## config.mk

```make
export PLATFORM = sky130hd
export DESIGN_NAME = rtnh_div
export DESIGN_NICKNAME = d
export VERILOG_FILES = /design/src/rtl/core/ray_triangle_nearest_hit_unit_assert.svh /design/src/rtl/core/rtnh_pkg.sv /design/src/rtl/core/rtnh_div.sv
export SDC_FILE = /design/constraint.sdc
export NUM_CORES = 1
export LEC_CHECK = 0
export BUFFER_PORTS_ARGS = -buffer_cell sky130_fd_sc_hd__buf_2
export CORE_MARGIN = 2
export CORE_UTILIZATION = 62
export CTS_CLUSTER_SIZE = 30
export DETAILED_ROUTE_END_ITERATION = 7
export PLACE_DENSITY = 0.84
export SYNTH_ARGS = -nofsm -noshare
export SYNTH_HDL_FRONTEND = slang
export SYNTH_SLANG_ARGS = --single-unit
```

## constraint.sdc

```tcl
create_clock -name clk -period 8.5 [get_ports clk]
set_input_delay 0.425 -clock clk [delete_from_list [all_inputs] [get_ports clk]]
set_output_delay 0.425 -clock clk [all_outputs]
set_load 0.05 [all_outputs]
```

## src/rtl/core/ray_triangle_nearest_hit_unit_assert.svh

```systemverilog
// Assertion macros for the ray/triangle nearest-hit unit.
// Included by modules that carry concurrent checks; needs clk and rst_n in scope.
`ifndef RAY_TRIANGLE_NEAREST_HIT_UNIT_ASSERT_SVH
`define RAY_TRIANGLE_NEAREST_HIT_UNIT_ASSERT_SVH

// same-cycle implication
`define RTNH_ASSERT_NOW(lbl, ante, cons, msg) \
    lbl: assert property (@(posedge clk) disable iff (!rst_n) (ante) |-> (cons)) \
        else $error(msg);

// next-cycle implication
`define RTNH_ASSERT_NEXT(lbl, ante, cons, msg) \
    lbl: assert property (@(posedge clk) disable iff (!rst_n) (ante) |=> (cons)) \
        else $error(msg);

`endif

```

## src/rtl/core/rtnh_pkg.sv

```systemverilog
// Shared types, constants and micro-program for the ray/triangle nearest-hit unit.
// No dependencies.
package rtnh_pkg;

    localparam int FRAC_BITS    = 16;
    localparam int TAG_BITS_DEF = 16;
    localparam int COORD_W      = 32;
    localparam int DIST_W       = 31;
    localparam int PROD_W       = 2 * COORD_W;
    localparam int ACC_W        = PROD_W + 2;
    localparam int DOT_W        = PROD_W - FRAC_BITS + 2;
    localparam int DIV_W        = PROD_W;
    localparam int DSHIFT       = DIST_W - FRAC_BITS;
    localparam int NUM_STEPS    = 24;
    localparam int STEP_W       = 5;
    localparam int DCNT_W       = 5;
    localparam int CFG_IDX_W    = 3;
    localparam int CFG_DATA_W   = 32;

    localparam logic [COORD_W-1:0] COORD_MAX = 32'h7FFF_FFFF;
    localparam logic [COORD_W-1:0] COORD_MIN = 32'h8000_0000;
    localparam logic signed [ACC_W-1:0] SAT_HI = ACC_W'(64'sh7FFF_FFFF);
    localparam logic signed [ACC_W-1:0] SAT_LO = ACC_W'(-64'sh8000_0000);
    localparam logic [DIST_W-1:0] DIST_MAX = '1;

    typedef enum logic [CFG_IDX_W-1:0] {
        CFG_ORIGIN_X, CFG_ORIGIN_Y, CFG_ORIGIN_Z,
        CFG_DIR_X, CFG_DIR_Y, CFG_DIR_Z,
        CFG_DET_THR, CFG_MIN_DIST
    } cfg_idx_t;

    typedef enum logic [2:0] {
        ST_IDLE, ST_CALC, ST_NORM, ST_TEST, ST_DIV, ST_DONE
    } state_t;

    typedef enum logic [4:0] {
        SRC_DIR0, SRC_DIR1, SRC_DIR2,
        SRC_E1_0, SRC_E1_1, SRC_E1_2,
        SRC_E2_0, SRC_E2_1, SRC_E2_2,
        SRC_S0, SRC_S1, SRC_S2,
        SRC_H0, SRC_H1, SRC_H2,
        SRC_Q0, SRC_Q1, SRC_Q2
    } src_t;

    // cross: CLOAD then CSUB (writes cdst); dot: DLOAD, DADD, DEND (writes ddst)
    typedef enum logic [2:0] {
        OP_CLOAD, OP_CSUB, OP_DLOAD, OP_DADD, OP_DEND
    } mop_t;

    typedef enum logic [1:0] {
        DD_DET, DD_UN, DD_VN, DD_TN
    } ddst_t;

    typedef struct packed {
        src_t  a;
        src_t  b;
        mop_t  op;
        src_t  cdst;
        ddst_t ddst;
    } uop_t;

    typedef struct packed {
        logic              load;
        logic              issue;
        logic [STEP_W-1:0] step;
    } mac_ctrl_t;

    typedef struct packed {
        logic busy;
        logic done;
    } div_stat_t;

    function automatic logic [COORD_W-1:0] sat_coord(input logic signed [ACC_W-1:0] x);
        priority if (x > SAT_HI)
            return COORD_MAX;
        else if (x < SAT_LO)
            return COORD_MIN;
        else
            return x[COORD_W-1:0];
    endfunction

    // h = dir x e2, det = e1.h, un = s.h, q = s x e1, vn = dir.q, tn = e2.q
    function automatic uop_t uop_rom(input logic [STEP_W-1:0] idx);
        uop_t r;
        unique case (idx)
            5'd0:  r = '{SRC_DIR1, SRC_E2_2, OP_CLOAD, SRC_H0, DD_DET};
            5'd1:  r = '{SRC_DIR2, SRC_E2_1, OP_CSUB,  SRC_H0, DD_DET};
            5'd2:  r = '{SRC_DIR2, SRC_E2_0, OP_CLOAD, SRC_H1, DD_DET};
            5'd3:  r = '{SRC_DIR0, SRC_E2_2, OP_CSUB,  SRC_H1, DD_DET};
            5'd4:  r = '{SRC_DIR0, SRC_E2_1, OP_CLOAD, SRC_H2, DD_DET};
            5'd5:  r = '{SRC_DIR1, SRC_E2_0, OP_CSUB,  SRC_H2, DD_DET};
            5'd6:  r = '{SRC_E1_0, SRC_H0,   OP_DLOAD, SRC_H0, DD_DET};
            5'd7:  r = '{SRC_E1_1, SRC_H1,   OP_DADD,  SRC_H0, DD_DET};
            5'd8:  r = '{SRC_E1_2, SRC_H2,   OP_DEND,  SRC_H0, DD_DET};
            5'd9:  r = '{SRC_S0,   SRC_H0,   OP_DLOAD, SRC_H0, DD_UN};
            5'd10: r = '{SRC_S1,   SRC_H1,   OP_DADD,  SRC_H0, DD_UN};
            5'd11: r = '{SRC_S2,   SRC_H2,   OP_DEND,  SRC_H0, DD_UN};
            5'd12: r = '{SRC_S1,   SRC_E1_2, OP_CLOAD, SRC_Q0, DD_UN};
            5'd13: r = '{SRC_S2,   SRC_E1_1, OP_CSUB,  SRC_Q0, DD_UN};
            5'd14: r = '{SRC_S2,   SRC_E1_0, OP_CLOAD, SRC_Q1, DD_UN};
            5'd15: r = '{SRC_S0,   SRC_E1_2, OP_CSUB,  SRC_Q1, DD_UN};
            5'd16: r = '{SRC_S0,   SRC_E1_1, OP_CLOAD, SRC_Q2, DD_UN};
            5'd17: r = '{SRC_S1,   SRC_E1_0, OP_CSUB,  SRC_Q2, DD_UN};
            5'd18: r = '{SRC_DIR0, SRC_Q0,   OP_DLOAD, SRC_Q0, DD_VN};
            5'd19: r = '{SRC_DIR1, SRC_Q1,   OP_DADD,  SRC_Q0, DD_VN};
            5'd20: r = '{SRC_DIR2, SRC_Q2,   OP_DEND,  SRC_Q0, DD_VN};
            5'd21: r = '{SRC_E2_0, SRC_Q0,   OP_DLOAD, SRC_Q0, DD_TN};
            5'd22: r = '{SRC_E2_1, SRC_Q1,   OP_DADD,  SRC_Q0, DD_TN};
            5'd23: r = '{SRC_E2_2, SRC_Q2,   OP_DEND,  SRC_Q0, DD_TN};
            default: r = '{SRC_DIR0, SRC_DIR0, OP_DADD, SRC_H0, DD_DET};
        endcase
        return r;
    endfunction

endpackage

```

## src/rtl/core/rtnh_div.sv

```systemverilog
// Restoring divider, one quotient bit per cycle, for the hit distance.
// Depends on rtnh_pkg. Requires num < den at start.
module rtnh_div (
    input  logic                          clk,
    input  logic                          rst_n,
    input  logic                          start,
    input  logic [rtnh_pkg::DIV_W-1:0]    num,
    input  logic [rtnh_pkg::DIV_W-1:0]    den,
    output rtnh_pkg::div_stat_t           stat,
    output logic [rtnh_pkg::DIST_W-1:0]   quot
);
    import rtnh_pkg::*;

    logic [DIV_W-1:0]  r_reg, d_reg;
    logic [DIV_W:0]    r2, diff;
    logic              ge;
    logic [DIST_W-1:0] q_reg;
    logic [DCNT_W-1:0] cnt_reg;
    logic              busy_reg, done_reg;

    assign r2   = {r_reg, 1'b0};
    assign diff = r2 - {1'b0, d_reg};
    assign ge   = !diff[DIV_W];

    always_ff @(posedge clk or negedge rst_n)
    begin
        if (!rst_n)
        begin
            busy_reg <= 1'b0;
            done_reg <= 1'b0;
            cnt_reg  <= '0;
        end
        else
        begin
            done_reg <= 1'b0;
            if (start)
            begin
                busy_reg <= 1'b1;
                cnt_reg  <= '0;
            end
            else if (busy_reg)
            begin
                cnt_reg <= cnt_reg + 1'b1;
                if (cnt_reg == DCNT_W'(DIST_W - 1))
                begin
                    busy_reg <= 1'b0;
                    done_reg <= 1'b1;
                end
            end
        end
    end

    always_ff @(posedge clk)
    begin
        if (start)
        begin
            r_reg <= num;
            d_reg <= den;
        end
        else if (busy_reg)
        begin
            r_reg <= ge ? diff[DIV_W-1:0] : r2[DIV_W-1:0];
            q_reg <= {q_reg[DIST_W-2:0], ge};
        end
    end

    assign stat.busy = busy_reg;
    assign stat.done = done_reg;
    assign quot      = q_reg;

endmodule

```

## After elaboration in Yosys (flattened, before gate mapping)

Index checks and enable logic that the tools add are counted.

- Memories: 0
- Output and inout port bits: 33
- Bits in writable memories: 0
- Bits in latches: 0
- Memory bits (read-only): 0
- Logic and storage cells: 24
- Register bits: 166
- Input port bits: 131

- Eq/ne operators: 1
- $lt $le $gt $ge: 0
- Reduce and logical (&&, ||, !) cells: 3
- Bitwise logic cells: 1
- Add/sub/neg operators: 2
- Multiplexer cells: 11
- Shift operators: 0
- Multipliers: 0
- Divide/modulo/power cells: 0

Operators with widths:

| kind | count |
|---|---|
| 64-bit two-way mux | 3 |
| 65-bit by 64-bit subtractor with 65-bit output | 1 |
| 5-bit two-way mux | 2 |
| 1-bit two-way mux | 6 |
| 5-bit by 1-bit adder with 5-bit output (second input constant) | 1 |
| 5-bit equality test (second input constant) | 1 |
| 2-bit AND reduction | 1 |
| 2-bit nonzero test | 1 |
| 1-bit zero test | 1 |
| 1-bit NOT | 1 |

## Logic depth before layout (Yosys ltp)

Gate-level depths: netlist of run 1.

- Depth after elaboration: 4
- Mapped depth: 16

## Worst setup path before layout of run 1

OpenSTA, ideal clock, no wires.

- Path type: register to register
- Start: register r_reg[0]
- End: register r_reg[17] (data pin)
- Path buffers: 2
- Setup slack: 4.993 ns
- Arrival: 3.247 ns
- Cell stages (with the launch flop): 14
- Required time: 8.239 ns
- Path through: edfxtp_1 -> fa_1 -> a211o_1 -> a21oi_1 -> o211ai_2 -> a41o_1 -> a31o_2 -> a21oi_2 -> o41ai_4 -> xnor2_2 -> inv_2 -> buf_12 -> buf_8 -> a221o_1

- Longest elaborated chain between the ends: 4

Ends and longest elaborated chain:

| element | RTL line | text |
|---|---|---|
| start: declaration | rtnh_div.sv:14 | `logic [DIV_W-1:0] r_reg, d_reg;` |
| start signal: assignment | rtnh_div.sv:57 | `r_reg <= num;` |
| start signal: assignment | rtnh_div.sv:62 | `r_reg <= ge ? diff[DIV_W-1:0] : r2[DIV_W-1:0];` |
| 65-bit by 64-bit subtractor with 65-bit output | rtnh_div.sv:22 | `assign diff = r2 - {1'b0, d_reg};` |
| 64-bit two-way mux | rtnh_div.sv:62 |  |
| 64-bit two-way mux | rtnh_div.sv:60 | `else if (busy_reg)` |
| 64-bit two-way mux | rtnh_div.sv:55 | `if (start)` |

Every way passes these cells. The select of a mux whose other input is x is not followed.
A chain may end at the register's enable or synchronous reset.

## Worst setup path in the final report of run 1

- Start: register r_reg[0]
- End: register r_reg[19] (data pin)

The elaborated chain is that of the path after synthesis.

==> results of run 1 <==
-- per-layer routing --
metal	vias up	routed length [um]	track usage
li1	4107	-	-
met1	4012	10500	0.355
met2	366	12000	0.476
met3	72	1700	0.0514
met4	2	669	0.104
met5	-	17	0
-- timing repair --
action | CTS | global route
hold endpoints to repair | 7 | 0
hold buffers | 1 | 0
setup buffers | 0 | 0
-- critical path, stage by stage (launching register included) --
cell and delay, ns:
edfxtp_1 0.44, fa_1 0.49, a211o_1 0.35, a21oi_1 0.25, o211ai_2 0.16, a41o_1 0.30, a31o_2 0.28, a21oi_2 0.25
o41ai_4 0.13, xnor2_2 0.16, inv_2 0.49, buf_4 0.60, mux2i_1 0.27, o21ai_0 0.10
-- path summary, 6_finish.rpt --
kind / start / end / slack, ns
setup / recovery: r_reg[0]$_DFFE_PP_ / r_reg[19]$_DFFE_PP_ / 3.91
hold / removal: den[15] / d_reg[15]$_DFFE_PP_ / 0.16
setup reg to reg: r_reg[0]$_DFFE_PP_ / r_reg[19]$_DFFE_PP_ / 3.91
hold reg to reg: quot[9]$_DFFE_PP_ / quot[10]$_DFFE_PP_ / 0.44
max in group asynchronous: rst_n / cnt_reg[2]$_DFFE_PN0P_ / 7.97
min in group asynchronous: rst_n / busy_reg$_DFF_PN0_ / 0.37
-- power by group through the flow --
stage / Combinational (uW) / Sequential, uW / Clock [uW]
floorplan: 2050 / 1300 / 0
global placement: 2460 / 1290 / 0
detailed placement: 2510 / 1290 / 0
CTS: 2540 / 1280 / 775
global route: 2810 / 1300 / 802
finish: 2580 / 1280 / 765
-- logic make-up after synthesis --
group                    synth area share
XOR/XNOR                           0.0505
AO/OA/AOI/OAI                       0.184
buffers and inverters              0.0551
multiplexers                       0.0417
flip-flops                          0.469
adder cells (fa/ha/maj)            0.0790
AND/OR/NAND/NOR                     0.121
-- cell type report --
type | count | area, sq um | area share
flip-flops and latches | 166 | 4950 | 0.413
repair buffers | 170 | 877 | 0.0731
inverters | 78 | 293 | 0.0244
well taps | 220 | 275 | 0.0229
clock buffers | 18 | 439 | 0.0366
multi-input cells | 749 | 5020 | 0.419
clock inverters | 14 | 140 | 0.0117
-- stage by stage --
stage	util	total power [uW]	std cells
after floorplan	-	3350	1049
after global placement	0.688	3750	1382
after detailed placement	0.688	3800	1382
after CTS	0.723	4590	1415
after global routing	0.723	4920	1415
final	0.723	4630	1415
-- cell usage after synthesis, drive strengths merged (4+ instances only) --
library cell | count | area, sq um
xor2 | 27 | 236
o31ai | 9 | 67.6
nor2b | 9 | 56.3
a21oi | 73 | 369
nand3 | 16 | 80.1
o21ai | 83 | 415
o211ai | 5 | 42.5
a221oi | 4 | 35.0
nor3 | 15 | 75.1
and3 | 12 | 75.1
nor2 | 55 | 206
a2bb2oi | 4 | 35.0
nor4 | 4 | 25.0
dfrtp | 7 | 175
buf | 11 | 119
inv | 78 | 293
mux2i | 44 | 440
clkbuf | 45 | 170
o21a | 11 | 82.6
ha | 65 | 813
a211oi | 7 | 52.6
a221o | 6 | 60.1
nand2 | 122 | 458
xnor2 | 33 | 297
a21o | 40 | 300
a31oi | 20 | 125
and2 | 7 | 43.8
edfxtp | 159 | 4770
o21bai | 10 | 75.1
nand4 | 19 | 119
or2 | 6 | 37.5
==> reports/qor.txt, run 1 <==
pre-CTS setup slack = 3.97 ns
Internal Power = 2630 uW
Peak VDD IR = 239 uV
Layout area overhead = 13.7%
Routed WL per cell = 17.6 um
DIE AREA = 0.0181 sq mm
crit path max fanout = 34
H-tree levels = 4
final number of setup-violating endpoints = 0
clk buf depth = 2
Clk pin slew, worst setup/hold paths = 0.07 ns
grt ovf = 0
Sw Pwr = 1990 uW
die height = 134 um
Max-cap violations = 0
Required @ worst endpoint = 8.64 ns
clock share of power = 0.165
Avg Cell Area, Syn = 10.1 sq um
Comb pwr share = 0.557
clock sink count = 166
status = finished, final reports clean
GRT Overall Usage = 0.278
Sw Share = 0.431
Ys Warns = 0
critical path data arrival time = 4.74 ns
clock latency on the worst-skew pair = 0.43 ns
Max-Slew Margin vs Limit = 0.342
Core ar. = 0.0166 sq mm
hpwl dp = 17,500 um
Post-DRT Antenna Nets = 0
Net Count, Synth = 1,246
Pwr Density = 386 mW/mm^2
Top FF cell, synth = edfxtp_1
final hold viol count = 0
Area after DPL = 0.0114 sq mm
Yosys reg bits = 166
Root Driver = clkbuf_16
proportion of layout cells with a drive suffix above 1 = 0.181
TNS Setup = 0 ns
Starting Density = 0.636
# diodes = 0
PortBufs = 163
min Tclk post-route = 4.59 ns
Num CTS Buffers = 17
Hold WS = 0.162 ns
initial antenna violation count = 1
Final WS setup = 3.91 ns
worst min path class = in -> reg
most frequent cells in the layout = buf_2, edfxtp_1, nand2_1, inv_1, a21oi_1
post-synthesis sequential area ratio = 0.469
share of synthesized flip-flops with an asynchronous set or reset = 0.0422
RSZ-0062 raised after global routing = false
gp weighted congestion = 0.925
Distinct cells, synth = 70
TritonCTS clock tree = built
final period utilization = 0.540
DR vias = 8,559
number of fill cells in the layout = 1,264
maximum clock rate = 218 MHz
WHS Path Cells = 1
Worst R2R Path Depth = 13
first-pass GRT wire length = 39,700 um
CP endpoint kind = flip-flop
Ports = 164
Initial DRT Pass Iterations = 8
critical path class = reg -> reg
final wirelength = 24,800 um
Vias/cell = 6.05
commonest non-fill, non-tap cell in the layout = buf_2
Die W = 134 um
Worst-Margin Slew = 0.963 ns
pin count of the biggest net entering global routing = 113
Mapped Area = 0.0106 sq mm
startpoint types = flip-flop
vias in the first global route = 8,335
Post-route DRC = 0
Mapped Cells = 1,049
Post-CTS Resized = 0
row cnt = 47
nets@finish = 1,379
count of pins over their slew limit = 0
number of synthesized flops with an enable pin = 159
Leak Pwr = 0.00540 uW
Sequential Power Share = 0.277
post-route cell area = 0.0120 sq mm
clk_skew = 0.0113 ns
Iter 0 DRT Violations = 777
(Power assumes the default switching activity.)
==> run 2: changes to the inputs <==
--- a/config.mk
+++ b/config.mk
@@ -7,10 +7,10 @@
 export LEC_CHECK = 0
 export BUFFER_PORTS_ARGS = -buffer_cell sky130_fd_sc_hd__buf_2
 export CORE_MARGIN = 2
-export CORE_UTILIZATION = 62
+export CORE_UTILIZATION = 58
 export CTS_CLUSTER_SIZE = 30
 export DETAILED_ROUTE_END_ITERATION = 7
-export PLACE_DENSITY = 0.84
+export PLACE_DENSITY = 0.79
 export SYNTH_ARGS = -nofsm -noshare
 export SYNTH_HDL_FRONTEND = slang
 export SYNTH_SLANG_ARGS = --single-unit
==> constraint.sdc (replaced) <==
create_clock -name clk -period 4.3 [get_ports clk]
set_input_delay 0.215 -clock clk [delete_from_list [all_inputs] [get_ports clk]]
set_output_delay 0.215 -clock clk [all_outputs]
set_load 0.05 [all_outputs]
==> run 2 against run 1 <==
Global-route usage is 0.76 points lower. Utilization decreased by 1.6 points. Fmax increased by 17%. Via count increased by 2.6%. Critical endpoint is now r_reg[52]$_DFFE_PP_. Die area increased by 6.7%. Clock skew is essentially flat. Critical path depth fell by 1. Highest routed layer is now met4. Register-to-register slack worse by 3.5 ns. Count of clock-buffer cells in the layout grew 1. Setup slack got worse by 3.5 ns. Cell area up 5.6%.
==> reports/qor.txt, run 2 (same netlist as run 1, synthesis figures left out) <==
status = finished, final reports clean
Layout area overhead = 20.1%
RSZ-0062 raised after global routing = false
Internal Power = 5280 uW (+100%)
die height = 139 um (+3.3%)
pin count of the biggest net entering global routing = 78 (-31%)
min Tclk post-route = 3.91 ns (-0.681 ns)
Leak Pwr = 0.00568 uW (+5.3%)
Die W = 139 um (+3.3%)
final hold viol count = 0 (unchanged)
Peak VDD IR = 603 uV (+150%)
placed cells = 1,395 (+0.94%)
critical path class = reg -> reg
Post-Route Utilization = 0.708 (-0.0157)
Num CTS Buffers = 17 (unchanged)
Post-route DRC = 0 (unchanged)
Ports = 164 (unchanged)
critical path data arrival time = 4.10 ns (-0.64 ns)
Worst-Margin Slew = 0.899 ns (-0.0630 ns)
TNS Setup = 0 ns (unchanged)
hpwl dp = 18,200 um (+4.0%)
clk buf depth = 2 (unchanged)
Required @ worst endpoint = 4.49 ns (-4.15 ns)
Worst R2R Path Depth = 12 (-1)
R2R Setup Slk = 0.39 ns (-3.52 ns)
vias in the first global route = 8,773 (+5.3%)
final period utilization = 0.909 (+0.369)
Sequential Power Share = 0.276 (about the same)
maximum clock rate = 256 MHz (+17%)
nets@finish = 1,447 (+4.9%)
Core ar. = 0.0179 sq mm (+8.0%)
# diodes = 0 (unchanged)
Reg2Reg Capture Point = r_reg[52]$_DFFE_PP_
GRT Overall Usage = 0.271 (-0.00762)
Critical Path Source = r_reg[0]$_DFFE_PP_
DR vias = 8,780 (+2.6%)
clock latency on the worst-skew pair = 0.44 ns (about the same)
crit path max fanout = 23 (-32%)
Comb pwr share = 0.564 (+0.007)
H-tree levels = 4 (unchanged)
final std cells w/o fill = 1,492 (+5.4%)
final number of setup-violating endpoints = 0 (unchanged)
proportion of layout cells with a drive suffix above 1 = 0.173 (-0.00815)
Initial DRT Pass Iterations = 5 (-3)
Sw Share = 0.430 (-0.00133)
Max-cap violations = 0 (unchanged)
PortBufs = 163 (unchanged)
clock share of power = 0.160 (-0.005)
post-route cell area = 0.0127 sq mm (+5.6%)
Root Driver = clkbuf_16
clock sink count = 166 (unchanged)
first-pass GRT wire length = 42,200 um (+6.4%)
count of pins over their slew limit = 0 (unchanged)
Post-DRT Antenna Nets = 0 (unchanged)
most frequent cells in the layout = buf_2, edfxtp_1, nand2_1, inv_1, a21oi_1
Pwr Density = 730 mW/mm^2 (+89%)
clk_skew = 0.0117 ns (+0.000373 ns)
Critical Path End = r_reg[52]$_DFFE_PP_
Routed WL per cell = 17.4 um (-0.67%)
TritonCTS clock tree = built
number of fill cells in the layout = 1,363 (+7.8%)
commonest non-fill, non-tap cell in the layout = buf_2
worst min path class = in -> reg
CP endpoint kind = flip-flop
final wirelength = 26,000 um (+4.7%)
gp weighted congestion = 0.943 (+1.9%)
Reg2Reg Launch Point = r_reg[0]$_DFFE_PP_
initial antenna violation count = 0 (-1)
Iter 0 DRT Violations = 792 (+1.9%)
Clk pin slew, worst setup/hold paths = 0.07 ns (about the same)
startpoint types = flip-flop
Max-Slew Margin vs Limit = 0.400 (+0.0580)
# Post-CTS Setup Buffers = 0 (unchanged)
row cnt = 49 (+4.3%)
Starting Density = 0.589 (-0.0469)
Sw Pwr = 3980 uW (+99%)
DIE AREA = 0.0193 sq mm (+6.7%)
grt ovf = 0 (unchanged)
Vias/cell = 5.88 (-2.7%)
Area after DPL = 0.0115 sq mm (+0.47%)
## run 2: cell count changes in the layout (fill, tap and decap cells not counted), moves of 2 or more
cell           previous run  this run
buf_4                     6         9
clkbuf_1                  0         2
clkinvlp_4                4         2
dlygate4sd3_1             1        65
inv_8                     2         0
## run 2: cell type report
type | instances | area [sq um] | area share
multi-input cells | 749 | 5020 | 0.396
flip-flops and latches | 166 | 4950 | 0.391
repair buffers | 238 | 1560 | 0.123
clock buffers | 19 | 433 | 0.0342
inverters | 78 | 293 | 0.0231
well taps | 229 | 287 | 0.0226
clock inverters | 13 | 125 | 0.00987
## run 2: power by group through the flow
stage	registers, uW	clock network, uW	logic, uW
floorplan	2560	0	4060
global placement	2560	0	4930
detailed placement	2560	0	5050
CTS	2540	1500	5140
global route	2590	1560	5740
finish	2550	1480	5210
## run 2: worst max-delay path, stage by stage, from the launching register on
cell and delay, ns:
edfxtp_1 0.46, fa_1 0.49, a211o_1 0.34, a21oi_1 0.27
o211ai_2 0.16, a41o_1 0.30, a31o_2 0.28, a21oi_2 0.25
o41ai_4 0.13, xnor2_2 0.18, buf_4 0.32, nor2_1 0.15
a221o_1 0.33
## run 2: what timing repair did
action / in CTS / in global routing
resized for setup: 0 / 0
endpoints found under the hold margin: 71 / 0
hold buffers: 65 / 0
## run 2: worst min path at each step
stage	start	to	slack [ns]	depth (start not counted)
5_1_grt	num[12]	r_reg[12]$_DFFE_PP_	0.07	3
6_report	num[3]	r_reg[3]$_DFFE_PP_	0.05	3
4_1_cts	num[3]	r_reg[3]$_DFFE_PP_	0.05	3
3_3_place_gp	rst_n	cnt_reg[3]$_DFFE_PN0P_	0.05	1
2_1_floorplan	rst_n	busy_reg$_DFF_PN0_	-0.08	0
3_5_place_dp	rst_n	cnt_reg[3]$_DFFE_PN0P_	0.06	1
## run 2: through the flow
stage | power, uW | hold WS (ns) | setup WS (ns)
finish | 9250 | 0.0548 | 0.390
global route | 9880 | 0.0718 | 0.201
CTS | 9180 | 0.0486 | 0.403
detailed placement | 7610 | 0.0554 | 0.466
global placement | 7490 | 0.0548 | 0.589
floorplan | 6620 | -0.0806 | 0.793
## run 2: metal layers
layer,part of all wire,GRT usage
met1,0.43,0.348
met2,0.49,0.467
met3,0.058,0.0473
met4,0.023,0.0898
met5,0,0
==> run 3: changes to the inputs <==
==> constraint.sdc (replaced) <==
create_clock -name clk -period 4.3 [get_ports clk]
set_input_delay 0.86 -clock clk [delete_from_list [all_inputs] [get_ports clk]]
set_output_delay 0.86 -clock clk [all_outputs]
set_load 0.05 [all_outputs]
==> run 3 against run 2 <==
First-iteration DRC count down 4.5%. Sequential cell count did not move. Register-to-register slack lost 0.02 ns. Utilization is 3.3 points lower. Fmax decreased by 0.53%. Clock skew is 0.0015 ns lower. Sequential power is essentially flat. Die area stayed put. Setup slack worse by 0.021 ns. Power up 1.1%. Critical path depth grew 1. Critical endpoint is now r_reg[33]$_DFFE_PP_.
==> reports/qor.txt, run 3 (same netlist as run 1, synthesis figures left out) <==
status = finished, final reports clean
Initial DRT Pass Iterations = 5 (unchanged)
area of the multi-input gates = 0.00502 sq mm (unchanged)
nets@finish = 1,382 (-4.5%)
GRT Overall Usage = 0.266 (-0.00506)
post-route cell area = 0.0121 sq mm (-4.7%)
DIE AREA = 0.0193 sq mm (unchanged)
row cnt = 49 (unchanged)
Peak VDD IR = 588 uV (-2.6%)
Post-CTS Resized = 0 (unchanged)
post-route total power = 9350 uW (+1.1%)
grt ovf = 0 (unchanged)
Max-cap violations = 0 (unchanged)
Clk pin slew, worst setup/hold paths = 0.07 ns (about the same)
pin count of the biggest net entering global routing = 102 (+31%)
gp weighted congestion = 0.944 (+0.13%)
final hold viol count = 0 (unchanged)
Leak Pwr = 0.00544 uW (-4.3%)
final number of setup-violating endpoints = 0 (unchanged)
Core ar. = 0.0179 sq mm (unchanged)
clk_skew = 0.0102 ns (-0.00148 ns)
register area = 0.00495 sq mm (unchanged)
most frequent cells in the layout = buf_2, edfxtp_1, nand2_1, inv_1, a21oi_1
critical path class = reg -> reg
clock sink count = 166 (unchanged)
PortBufs = 163 (unchanged)
Required @ worst endpoint = 4.44 ns (-0.05 ns)
count of pins over their slew limit = 0 (unchanged)
Starting Density = 0.589 (unchanged)
post-cts hold buffer count = 0 (-100%)
Pwr Density = 774 mW/mm^2 (+6.1%)
Max-Slew Margin vs Limit = 0.285 (-0.114)
proportion of layout cells with a drive suffix above 1 = 0.184 (+0.0110)
die height = 139 um (unchanged)
Reg2Reg Capture Point = r_reg[33]$_DFFE_PP_
final std cells w/o fill = 1,427 (-4.4%)
maximum clock rate = 254 MHz (-0.53%)
Post-route DRC = 0 (unchanged)
Layout area overhead = 14.5%
first-pass GRT wire length = 41,300 um (-2.1%)
# diodes = 0 (unchanged)
final wirelength = 25,400 um (-2.3%)
crit path max fanout = 13 (-43%)
Iter 0 DRT Violations = 756 (-4.5%)
Num CTS Buffers = 17 (unchanged)
Post-DRT Antenna Nets = 0 (unchanged)
initial antenna violation count = 0 (unchanged)
Ports = 164 (unchanged)
Worst R2R Path Depth = 13 (+1)
vias in the first global route = 8,520 (-2.9%)
DR vias = 8,620 (-1.8%)
Area after DPL = 0.0115 sq mm (+0.33%)
clk buf depth = 2 (unchanged)
TritonCTS clock tree = built
Routed WL per cell = 17.8 um (+2.2%)
placed cells = 1,395 (unchanged)
startpoint types = flip-flop
TNS Setup = 0 ns (unchanged)
Root Driver = clkbuf_16
commonest non-fill, non-tap cell in the layout = buf_2
Hold WS = 0.246 ns (+0.191 ns)
H-tree levels = 4 (unchanged)
# Post-CTS Setup Buffers = 0 (unchanged)
number of fill cells in the layout = 1,458 (+7.0%)
clock latency on the worst-skew pair = 0.44 ns (about the same)
Die W = 139 um (unchanged)
Worst-Margin Slew = 1.07 ns (+0.171 ns)
CP endpoint kind = flip-flop
hpwl dp = 18,300 um (+0.34%)
worst min path class = in -> async
min Tclk post-route = 3.93 ns (+0.0210 ns)
critical path data arrival time = 4.07 ns (-0.03 ns)
Vias/cell = 6.04 (+2.6%)
Reg2Reg Launch Point = r_reg[0]$_DFFE_PP_
RSZ-0062 raised after global routing = false
final period utilization = 0.914 (+0.00489)
R2R Setup Slk = 0.37 ns (-0.02 ns)
==> run 3: cell count changes in the layout (fill, tap and decap cells not counted) <==
cell	before	now
buf_4	9	6
clkbuf_1	2	0
clkbuf_8	0	1
clkinv_4	4	3
buf_12	1	4
inv_8	0	2
dlygate4sd3_1	65	0
==> run 3: area by class of cell <==
class | count | area share
inverter | 78 | 0.0242
sequential | 166 | 0.410
multi-input combinational | 749 | 0.416
clock buffer | 18 | 0.0364
timing repair buffer | 173 | 0.0784
clock inverter | 14 | 0.0115
tap | 229 | 0.0237
==> run 3: stage by stage <==
step / utilization / setup WS, ns
floorplan: - / 0.793
global placement: 0.642 / 0.504
detailed placement: 0.642 / 0.394
CTS: 0.675 / 0.377
global route: 0.675 / 0.106
finish: 0.675 / 0.369
==> run 3: worst max path at each step <==
stage | slack, ns | cells past startpoint | start | end
4_1_cts | 0.38 | 13 | r_reg[0]$_DFFE_PP_ | r_reg[8]$_DFFE_PP_
2_1_floorplan | 0.79 | 13 | r_reg[0]$_DFFE_PP_ | r_reg[17]$_DFFE_PP_
3_5_place_dp | 0.39 | 13 | r_reg[0]$_DFFE_PP_ | r_reg[8]$_DFFE_PP_
5_1_grt | 0.11 | 13 | r_reg[0]$_DFFE_PP_ | r_reg[7]$_DFFE_PP_
3_3_place_gp | 0.50 | 13 | r_reg[0]$_DFFE_PP_ | r_reg[10]$_DFFE_PP_
6_report | 0.37 | 13 | r_reg[0]$_DFFE_PP_ | r_reg[33]$_DFFE_PP_
==> run 3: routing by layer <==
layer,part of all wire,GRT usage
met2,0.49,0.445
met3,0.068,0.0573
met1,0.42,0.342
met4,0.028,0.0968
met5,0,0
==> run 3: critical path: stages, from the launching register on <==
cell,delay [ns]
edfxtp_1,0.44
fa_1,0.50
a211o_1,0.34
a21oi_1,0.24
o211ai_2,0.16
a41o_1,0.31
a31o_2,0.28
a21oi_2,0.23
o41ai_4,0.12
xnor2_2,0.16
inv_2,0.30
buf_12,0.21
mux2i_1,0.21
o21ai_0,0.12
==> run 3: power by group <==
group	total, uW	internal [uW]	switching (uW)
registers	2550	2300	247
logic	5280	2190	3090
clock network	1520	828	693
total	9350	5330	4030
